## src/tdbh_pkg.sv

```systemverilog
// Types and constants for the touch detector.
package tdbh_pkg;

	localparam int CFG_IDX_W  = 2;
	localparam int CFG_DATA_W = 8;

	typedef enum logic [CFG_IDX_W-1:0] {
		REG_DEBOUNCE = 2'd0,
		REG_ON_PCT   = 2'd1,
		REG_OFF_PCT  = 2'd2
	} reg_idx_t;

	localparam logic [7:0] DEBOUNCE_RST = 8'd3;
	localparam logic [6:0] ON_PCT_RST   = 7'd70;
	localparam logic [6:0] OFF_PCT_RST  = 7'd85;

	// percent scale on the sample side of the threshold compare
	localparam logic [6:0] PCT_SCALE = 7'd100;

	// floor(x / 100) = (x * DRIFT_RECIP) >> DRIFT_SHIFT, exact for x < 2^23
	localparam int          DRIFT_SHIFT = 30;
	localparam logic [23:0] DRIFT_RECIP = 24'd10737419;

	localparam int CALIB_RECIP_SHIFT = 26;

	typedef struct packed {
		logic [7:0] debounce;
		logic [6:0] on_pct;
		logic [6:0] off_pct;
	} cfg_t;

	typedef struct packed {
		logic touched;
		logic press;
		logic release_ev;
	} det_t;

endpackage

```

## src/tdbh_cfg_regs.sv

```systemverilog
// Configuration register file: debounce count and the two thresholds.
module tdbh_cfg_regs (
	input  logic                                clk,
	input  logic                                arst_n,
	input  logic                                cfg_we,
	input  logic [tdbh_pkg::CFG_IDX_W-1:0]      cfg_index,
	input  logic [tdbh_pkg::CFG_DATA_W-1:0]     cfg_wdata,
	output tdbh_pkg::cfg_t                      cfg
);
	import tdbh_pkg::*;

	cfg_t cfg_q;

	always_ff @(posedge clk or negedge arst_n) begin
		if (!arst_n) begin
			cfg_q.debounce <= DEBOUNCE_RST;
			cfg_q.on_pct   <= ON_PCT_RST;
			cfg_q.off_pct  <= OFF_PCT_RST;
		end else if (cfg_we) begin
			case (cfg_index)
				REG_DEBOUNCE: cfg_q.debounce <= cfg_wdata;
				REG_ON_PCT:   cfg_q.on_pct   <= cfg_wdata[6:0];
				REG_OFF_PCT:  cfg_q.off_pct  <= cfg_wdata[6:0];
				default: ;
			endcase
		end
	end

	assign cfg = cfg_q;

endmodule

```

## src/tdbh_calib.sv

```systemverilog
// Initial calibration: sample count, running sum and the truncated mean.
module tdbh_calib #(
	parameter int CALIB_SAMPLES = 20
) (
	input  logic        clk,
	input  logic        arst_n,
	input  logic        step,
	input  logic [15:0] sample,
	output logic        calibrating,
	output logic        last,
	output logic [15:0] mean
);
	import tdbh_pkg::*;

	localparam int CW = $clog2(CALIB_SAMPLES + 1);
	localparam int SW = $clog2(CALIB_SAMPLES * 65535 + 1);
	localparam int RW = CALIB_RECIP_SHIFT + 1;
	localparam int RECIP = (2**CALIB_RECIP_SHIFT + CALIB_SAMPLES - 1) / CALIB_SAMPLES;

	logic [CW-1:0]    count_q;
	logic [SW-1:0]    sum_q;
	logic [SW-1:0]    sum_next;
	logic [SW+RW-1:0] prod;

	assign calibrating = count_q < CW'(CALIB_SAMPLES);
	assign last        = count_q == CW'(CALIB_SAMPLES - 1);
	assign sum_next    = sum_q + SW'(sample);

	// reciprocal multiply; exact since sum * error stays below 2^shift
	assign prod = (SW+RW)'(sum_next) * (SW+RW)'(RW'(RECIP));
	assign mean = prod[CALIB_RECIP_SHIFT +: 16];

	always_ff @(posedge clk or negedge arst_n) begin
		if (!arst_n) begin
			count_q <= '0;
			sum_q   <= '0;
		end else if (step && calibrating) begin
			count_q <= count_q + CW'(1);
			sum_q   <= sum_next;
		end
	end

endmodule

```

## src/tdbh_detect.sv

```systemverilog
// Threshold compare with hysteresis, debounce run counter and touch flag.
module tdbh_detect (
	input  logic           clk,
	input  logic           arst_n,
	input  logic           step,
	input  logic           run,
	input  logic [15:0]    sample,
	input  logic [15:0]    baseline,
	input  tdbh_pkg::cfg_t cfg,
	output tdbh_pkg::det_t det
);
	import tdbh_pkg::*;

	logic [7:0]  confirm_q;
	logic        touched_q;
	logic [22:0] lhs;
	logic [22:0] rhs;
	logic [6:0]  pct;
	logic        qual;
	logic [7:0]  cnt_inc;
	logic        confirm;
	logic [7:0]  confirm_next;

	assign pct  = touched_q ? cfg.off_pct : cfg.on_pct;
	assign lhs  = 23'(sample) * 23'(PCT_SCALE);
	assign rhs  = 23'(baseline) * 23'(pct);
	// untouched: below the on level counts; touched: at or above the off level
	assign qual = touched_q ? (lhs >= rhs) : (lhs < rhs);

	assign cnt_inc      = (confirm_q == 8'hFF) ? confirm_q : confirm_q + 8'd1;
	assign confirm      = run && qual && (cnt_inc >= cfg.debounce);
	assign confirm_next = (!qual || confirm) ? 8'd0 : cnt_inc;

	assign det.touched    = touched_q ^ confirm;
	assign det.press      = confirm && !touched_q;
	assign det.release_ev = confirm && touched_q;

	always_ff @(posedge clk or negedge arst_n) begin
		if (!arst_n) begin
			confirm_q <= '0;
			touched_q <= 1'b0;
		end else if (step && run) begin
			confirm_q <= confirm_next;
			touched_q <= det.touched;
		end
	end

endmodule

```

## src/tdbh_drift.sv

```systemverilog
// Baseline drift: floor((baseline * 99 + sample) / 100).
module tdbh_drift (
	input  logic [15:0] baseline,
	input  logic [15:0] sample,
	output logic [15:0] drifted
);
	import tdbh_pkg::*;

	logic [22:0] x;
	logic [46:0] prod;

	// baseline * 99 as 64b + 32b + 2b + b
	assign x = (23'(baseline) << 6) + (23'(baseline) << 5) + (23'(baseline) << 1)
		+ 23'(baseline) + 23'(sample);

	assign prod    = 47'(x) * 47'(DRIFT_RECIP);
	assign drifted = prod[DRIFT_SHIFT +: 16];

endmodule

```

## src/touch_detect_baseline_hysteresis.sv

```systemverilog
// Top level of the capacitive touch detector with baseline tracking.
//
// Input channel: sample, qualified by in_valid / in_stall. A beat moves when
// in_valid is high and in_stall is low. Output channel: one result beat per
// input beat (calibrating, touched, press_event, release_event,
// baseline_value) on out_valid / out_stall, in input order.
//
// Each beat passes through the input register, then the result register.
// Throughput: one beat per cycle while out_stall is low, set by the
// combinational state update (baseline, debounce counter, touch flag)
// between the two registers, through which the baseline recurrence closes.
//
// Reset (arst_n low) clears calibration, baseline, debounce state and both
// valid bits; registers return to debounce 3, on 70%, off 85%. The first
// CALIB_SAMPLES beats calibrate the baseline.
//
// If out_stall holds a result, an empty input register still takes one more
// beat; then in_stall rises until the result drains. Configuration is
// written through cfg_we / cfg_index / cfg_wdata, by the user only while the
// block is idle; it is not enforced. Writes to unknown indexes are dropped.
module touch_detect_baseline_hysteresis #(
	parameter int CALIB_SAMPLES = 20
) (
	input  logic                               clk,
	input  logic                               arst_n,
	// config write port
	input  logic                               cfg_we,
	input  logic [tdbh_pkg::CFG_IDX_W-1:0]     cfg_index,
	input  logic [tdbh_pkg::CFG_DATA_W-1:0]    cfg_wdata,
	// input channel
	input  logic                               in_valid,
	output logic                               in_stall,
	input  logic [15:0]                        sample,
	// output channel
	output logic                               out_valid,
	input  logic                               out_stall,
	output logic                               calibrating,
	output logic                               touched,
	output logic                               press_event,
	output logic                               release_event,
	output logic [15:0]                        baseline_value
);
	import tdbh_pkg::*;

	cfg_t        cfg;
	det_t        det;

	// input register
	logic        valid_s1;
	logic [15:0] sample_s1;
	// result register
	logic        valid_s2;
	logic        calib_s2;
	logic        touched_s2;
	logic        press_s2;
	logic        release_s2;
	logic [15:0] baseline_s2;

	logic [15:0] baseline_q;
	logic [15:0] baseline_next;
	logic [15:0] drifted;
	logic [15:0] mean;
	logic        cal_active;
	logic        cal_last;

	logic        advance;   // result register may load
	logic        s1_load;   // input register may load
	logic        step;      // item in s1 is processed this cycle

	assign advance  = !valid_s2 || !out_stall;
	assign s1_load  = !valid_s1 || advance;
	assign in_stall = !s1_load;
	assign step     = valid_s1 && advance;

	tdbh_cfg_regs u_cfg (
		.clk       (clk),
		.arst_n    (arst_n),
		.cfg_we    (cfg_we),
		.cfg_index (cfg_index),
		.cfg_wdata (cfg_wdata),
		.cfg       (cfg)
	);

	tdbh_calib #(
		.CALIB_SAMPLES (CALIB_SAMPLES)
	) u_calib (
		.clk         (clk),
		.arst_n      (arst_n),
		.step        (step),
		.sample      (sample_s1),
		.calibrating (cal_active),
		.last        (cal_last),
		.mean        (mean)
	);

	tdbh_detect u_detect (
		.clk      (clk),
		.arst_n   (arst_n),
		.step     (step),
		.run      (!cal_active),
		.sample   (sample_s1),
		.baseline (baseline_q),
		.cfg      (cfg),
		.det      (det)
	);

	tdbh_drift u_drift (
		.baseline (baseline_q),
		.sample   (sample_s1),
		.drifted  (drifted)
	);

	// baseline: mean on the last calibration beat, drift while untouched
	always_comb begin
		baseline_next = baseline_q;
		if (cal_active) begin
			if (cal_last) begin
				baseline_next = mean;
			end
		end else if (!det.touched) begin
			baseline_next = drifted;
		end
	end

	always_ff @(posedge clk or negedge arst_n) begin
		if (!arst_n) begin
			valid_s1   <= 1'b0;
			valid_s2   <= 1'b0;
			baseline_q <= '0;
		end else begin
			if (s1_load) begin
				valid_s1 <= in_valid;
			end
			if (advance) begin
				valid_s2 <= valid_s1;
			end
			if (step) begin
				baseline_q <= baseline_next;
			end
		end
	end

	// payload registers, no reset needed
	always_ff @(posedge clk) begin
		if (s1_load && in_valid) begin
			sample_s1 <= sample;
		end
		if (step) begin
			calib_s2    <= cal_active;
			touched_s2  <= det.touched;
			press_s2    <= det.press;
			release_s2  <= det.release_ev;
			baseline_s2 <= baseline_next;
		end
	end

	assign out_valid      = valid_s2;
	assign calibrating    = calib_s2;
	assign touched        = touched_s2;
	assign press_event    = press_s2;
	assign release_event  = release_s2;
	assign baseline_value = baseline_s2;

endmodule

```

## config.mk

```make
export PLATFORM = sky130hd
export DESIGN_NAME = touch_detect_baseline_hysteresis
export DESIGN_NICKNAME = d
export VERILOG_FILES = /design/src/tdbh_pkg.sv /design/src/tdbh_cfg_regs.sv /design/src/tdbh_calib.sv /design/src/tdbh_detect.sv /design/src/tdbh_drift.sv /design/src/touch_detect_baseline_hysteresis.sv
export SDC_FILE = /design/constraint.sdc
export NUM_CORES = 2
export LEC_CHECK = 0
export BUFFER_PORTS_ARGS = -buffer_cell sky130_fd_sc_hd__buf_2
export CAP_MARGIN = 20
export CELL_PAD_IN_SITES_DETAIL_PLACEMENT = 0
export CELL_PAD_IN_SITES_GLOBAL_PLACEMENT = 1
export CORE_ASPECT_RATIO = 0.6
export CORE_UTILIZATION = 48
export DETAILED_ROUTE_END_ITERATION = 10
export PLACE_DENSITY = 0.85
export SYNTH_ARGS = -nofsm -noshare
export SYNTH_HDL_FRONTEND = slang
export SYNTH_HIERARCHICAL = 1
export SYNTH_SLANG_ARGS = --single-unit
export TNS_END_PERCENT = 20
```

## constraint.sdc

```tcl
create_clock -name clk -period 10.1 [get_ports clk]
set_clock_uncertainty 0.05 [all_clocks]
set_input_delay 1.515 -clock clk [delete_from_list [all_inputs] [get_ports clk]]
set_output_delay 1.515 -clock clk [all_outputs]
set_load 0.02 [all_outputs]
```

==> results.toml <==
[yosys]
synthArstFlopShare_pct = 67.6
netlist_top_cells_area = "fa_1 (29%), ha_1 (25%), inv_1 (9.6%), dfrtp_1 (5.3%), edfxtp_1 (3.5%)"
ys_types = 103
ys_seq_area_share_pct = 9.56
synth-main-ff-cell = "dfrtp_1"
synthCells = 3241
synth_top_cell_by_area = "fa_1"
syn_area_per_cell_um2 = 9.58
yosysWarningCount = 6
synth_top_area_share_pct = 29.5
synth_enable_flop_cells = 36
synth_fp_nets = 4349
synth_seq_cells = 111
syn-cell-area_mm2 = 0.0311

[job]
drv_cap = 0

[floorplan]
die_h_um = 199
rows = 71
die_area_mm2 = 0.0658
io_pins = 53
start_util_pct = 49.0
die_w_um = 330
core_mm2 = 0.0633

[placement]
hpwlAfterDp_um = 75500
post-place-ws_ns = -0.551
io_buffer_count = 52
gp_congestion = 0.975

[final_layout]
seq_area_mm2 = 0.00297
antenna_cells = 0
multiInputGateArea_mm2 = 0.0252
fillerInstances = 5700
fin_nets = 4580
drive_gt1_share_pct = 13.7
syn_to_final_growth_pct = 11.3

[timing]
setup_violations = 16
hold_viol_final = 0
slew_headroom_pct = 21.4
max_slew.worst_pin.slew_ns = 1.18
finalCriticalPeriod_ns = 10.55
fin_ws_ns = -0.447
fmax_ghz = 0.0948
rsz0062_at_grt = "true"
period_share_pct = 104
slew_violations = 0

[global_routing]
antenna_found_initial = 2
grt_pass1_wl_um = 136000
grt_max_degree = 49
grt_overflow_total = 0
track_usage_pct = 27.3
grt_pass1_vias = 23295

[clocking]
clk_pin_slew_ns = 0.10
htreeDepth = 3
cts_buffer_depth = 2
cts-buffers-inserted = 9
root_buffer = "clkbuf_16"
clkLatencyLatePin_ns = 0.40
cts_sinks = 111
cts_tree = "yes"

[setup_path]
crit_fanout = 4
slowest_stage = "fa_1"
required_ns = 10.19
critPathArrivalTime_ns = 10.64
path_common_cell = "fa_1"
start_kind = "flip-flop"
worstSetupPathType = "reg2reg"
r2r_cells = 42
max_stage_delay_ns = 0.55
cp-end-kind = "flip-flop"

[routing]
first_iter_violations = 1992
num_vias = 23336
post_drt_wl_per_cell_um = 20.1
routed-wl-met2_um = 31400
routed.top_layer = "met5"
routed_via_density = 5.41
drt-total-wl_um = 86800
ant_nets = 0
firstDrtPassIters = 6
wl_met1_um = 44200
wl_met3_um = 10500
drc = 0

[worst_hold_path]
hold_path.class = "reg2reg"
hold_depth = 2

[status]
violations = "negative setup slack"
status = "complete, but fails checks"
-- kinds of logic (layout without fill, tap and decap cells) --
logic type | Yosys count | after routing | share of synthesized area [%]
xor gates and xnor gates | 135 | 135 | 3.87
muxes | 56 | 56 | 2.10
adders and majority gates | 1077 | 1077 | 54.4
AOI/OAI and AO/OA | 418 | 418 | 9.58
DFF | 111 | 111 | 9.56
and+or+nand+nor | 586 | 586 | 9.75
buffers and inverters | 858 | 1094 | 10.7
-- path summary, 6_finish.rpt --
kind	slack (ns)	end	from
worst min register to register	0.44	u_calib/sum_q[10]	u_calib/sum_q[10]
min in group asynchronous	1.00	baseline_q[8]	arst_n
max in group asynchronous	7.91	baseline_q[0]	arst_n
worst min-delay path	0.44	u_calib/sum_q[10]	u_calib/sum_q[10]
worst max-delay path	-0.45	baseline_value[15]	baseline_q[1]
worst max register to register	-0.45	baseline_value[15]	baseline_q[1]
-- state kept, by name, indices dropped and copies added, names as in the netlist --
register,count
u_detect/confirm_q,8
valid_s1,1
baseline_value,16
u_detect/touched_q,1
u_cfg/cfg,22
u_calib/sum_q,21
release_event,1
calibrating,1
sample_s1,16
u_calib/count_q,5
baseline_q,16
press_event,1
out_valid,1
touched,1
-- synth_stat cells, types with 34 or more instances --
cell      number
nand4_1       41
nand2_1      176
dfrtp_1       66
edfxtp_1      36
a21o_1        43
inv_1        793
xnor2_1       78
nand3_1       34
mux2_2        38
and2_1        52
nor2b_1       56
fa_1         457
ha_1         620
o21ai_0       43
xor2_1        55
a21oi_1      100
nor2_1        95
-- repair_timing --
item                                    in CTS  in global routing
pin swaps                                   39                 27
setup buffers                               15                  4
endpoints found under the setup margin      22                 29
hold buffers                                 0                  0
gates resized for setup                     42                 34
-- metal layers --
metal	up-vias	track usage, %
li1	10998	-
met1	11366	43.8
met2	923	34.6
met3	47	10.4
met4	2	2.37
met5	-	1.05
-- cells in the final DEF (no fill, tap or decap), types with 8 or more instances in the layout --
cell       netlist  routed
nand3_1         34      34
a211oi_1        10       8
a21o_1          43      43
o211ai_1        33      33
o21ai_0         43      40
mux2_4           9       9
a32oi_1         17      16
o21ai_1         20      21
edfxtp_1        36      36
and3_1          21      21
inv_1          793     783
nand4_1         41      41
and2_1          52      52
ha_4             0      12
nand2_1        176     176
o21bai_1        15      15
buf_2           11      51
inv_2            2      12
nor2b_1         56      56
xor2_1          55      52
xnor2_1         78      70
and4_1           9       9
nor3_1          23      21
fa_1           457     452
a31oi_1         30      23
ha_1           620     606
nand2b_1        28      28
a21oi_1        100      93
nor2_1          95      93
dfrtp_1         66      62
dfstp_2          9       9
or3_1            9       8
mux2i_1          9       9
mux2_2          38      38
o21a_1          21      21
clkbuf_16        0       9
buf_4           16     227
-- metrics by stage --
| stage | instances | utilization, % | setup TNS [ns] | hold slack (ns) | instance area [um^2] |
|---|---|---|---|---|---|
| global placement | 4281 | 53.1 | -2.29 | 0.415 | 33700 |
| floorplan | 3241 | - | 0 | 0.400 | 31100 |
| global route | 4316 | 54.6 | -11.67 | 0.466 | 34600 |
| detailed placement | 4281 | 53.1 | -5.72 | 0.418 | 33700 |
| CTS | 4312 | 54.2 | -2.85 | 0.437 | 34400 |
| finish | 4316 | 54.6 | -3.72 | 0.438 | 34600 |
-- cell type report --
cell class                 instances  share of cell area, %
sequential                       111                   8.61
multi-input combinational       2272                   73.0
timing repair buffer             283                   5.83
inverter                         795                   8.63
clock inverter                     7                  0.264
tap                              839                   3.04
clock buffer                       9                  0.652
-- worst max-delay path, delay by kind of cell (launching register included) --
family | cells | cell delay, ns
AO/OA/AOI/OAI | 14 | 2.85
XOR/XNOR | 2 | 0.40
adder cells (fa/ha/maj) | 12 | 5.08
buffers and inverters | 9 | 0.78
flip-flops | 1 | 0.44
AND/OR/NAND/NOR | 5 | 0.67
Power is left out: the tool's default activity adds up to more than one toggle a clock period on the data nets, which glitch-free logic cannot reach.
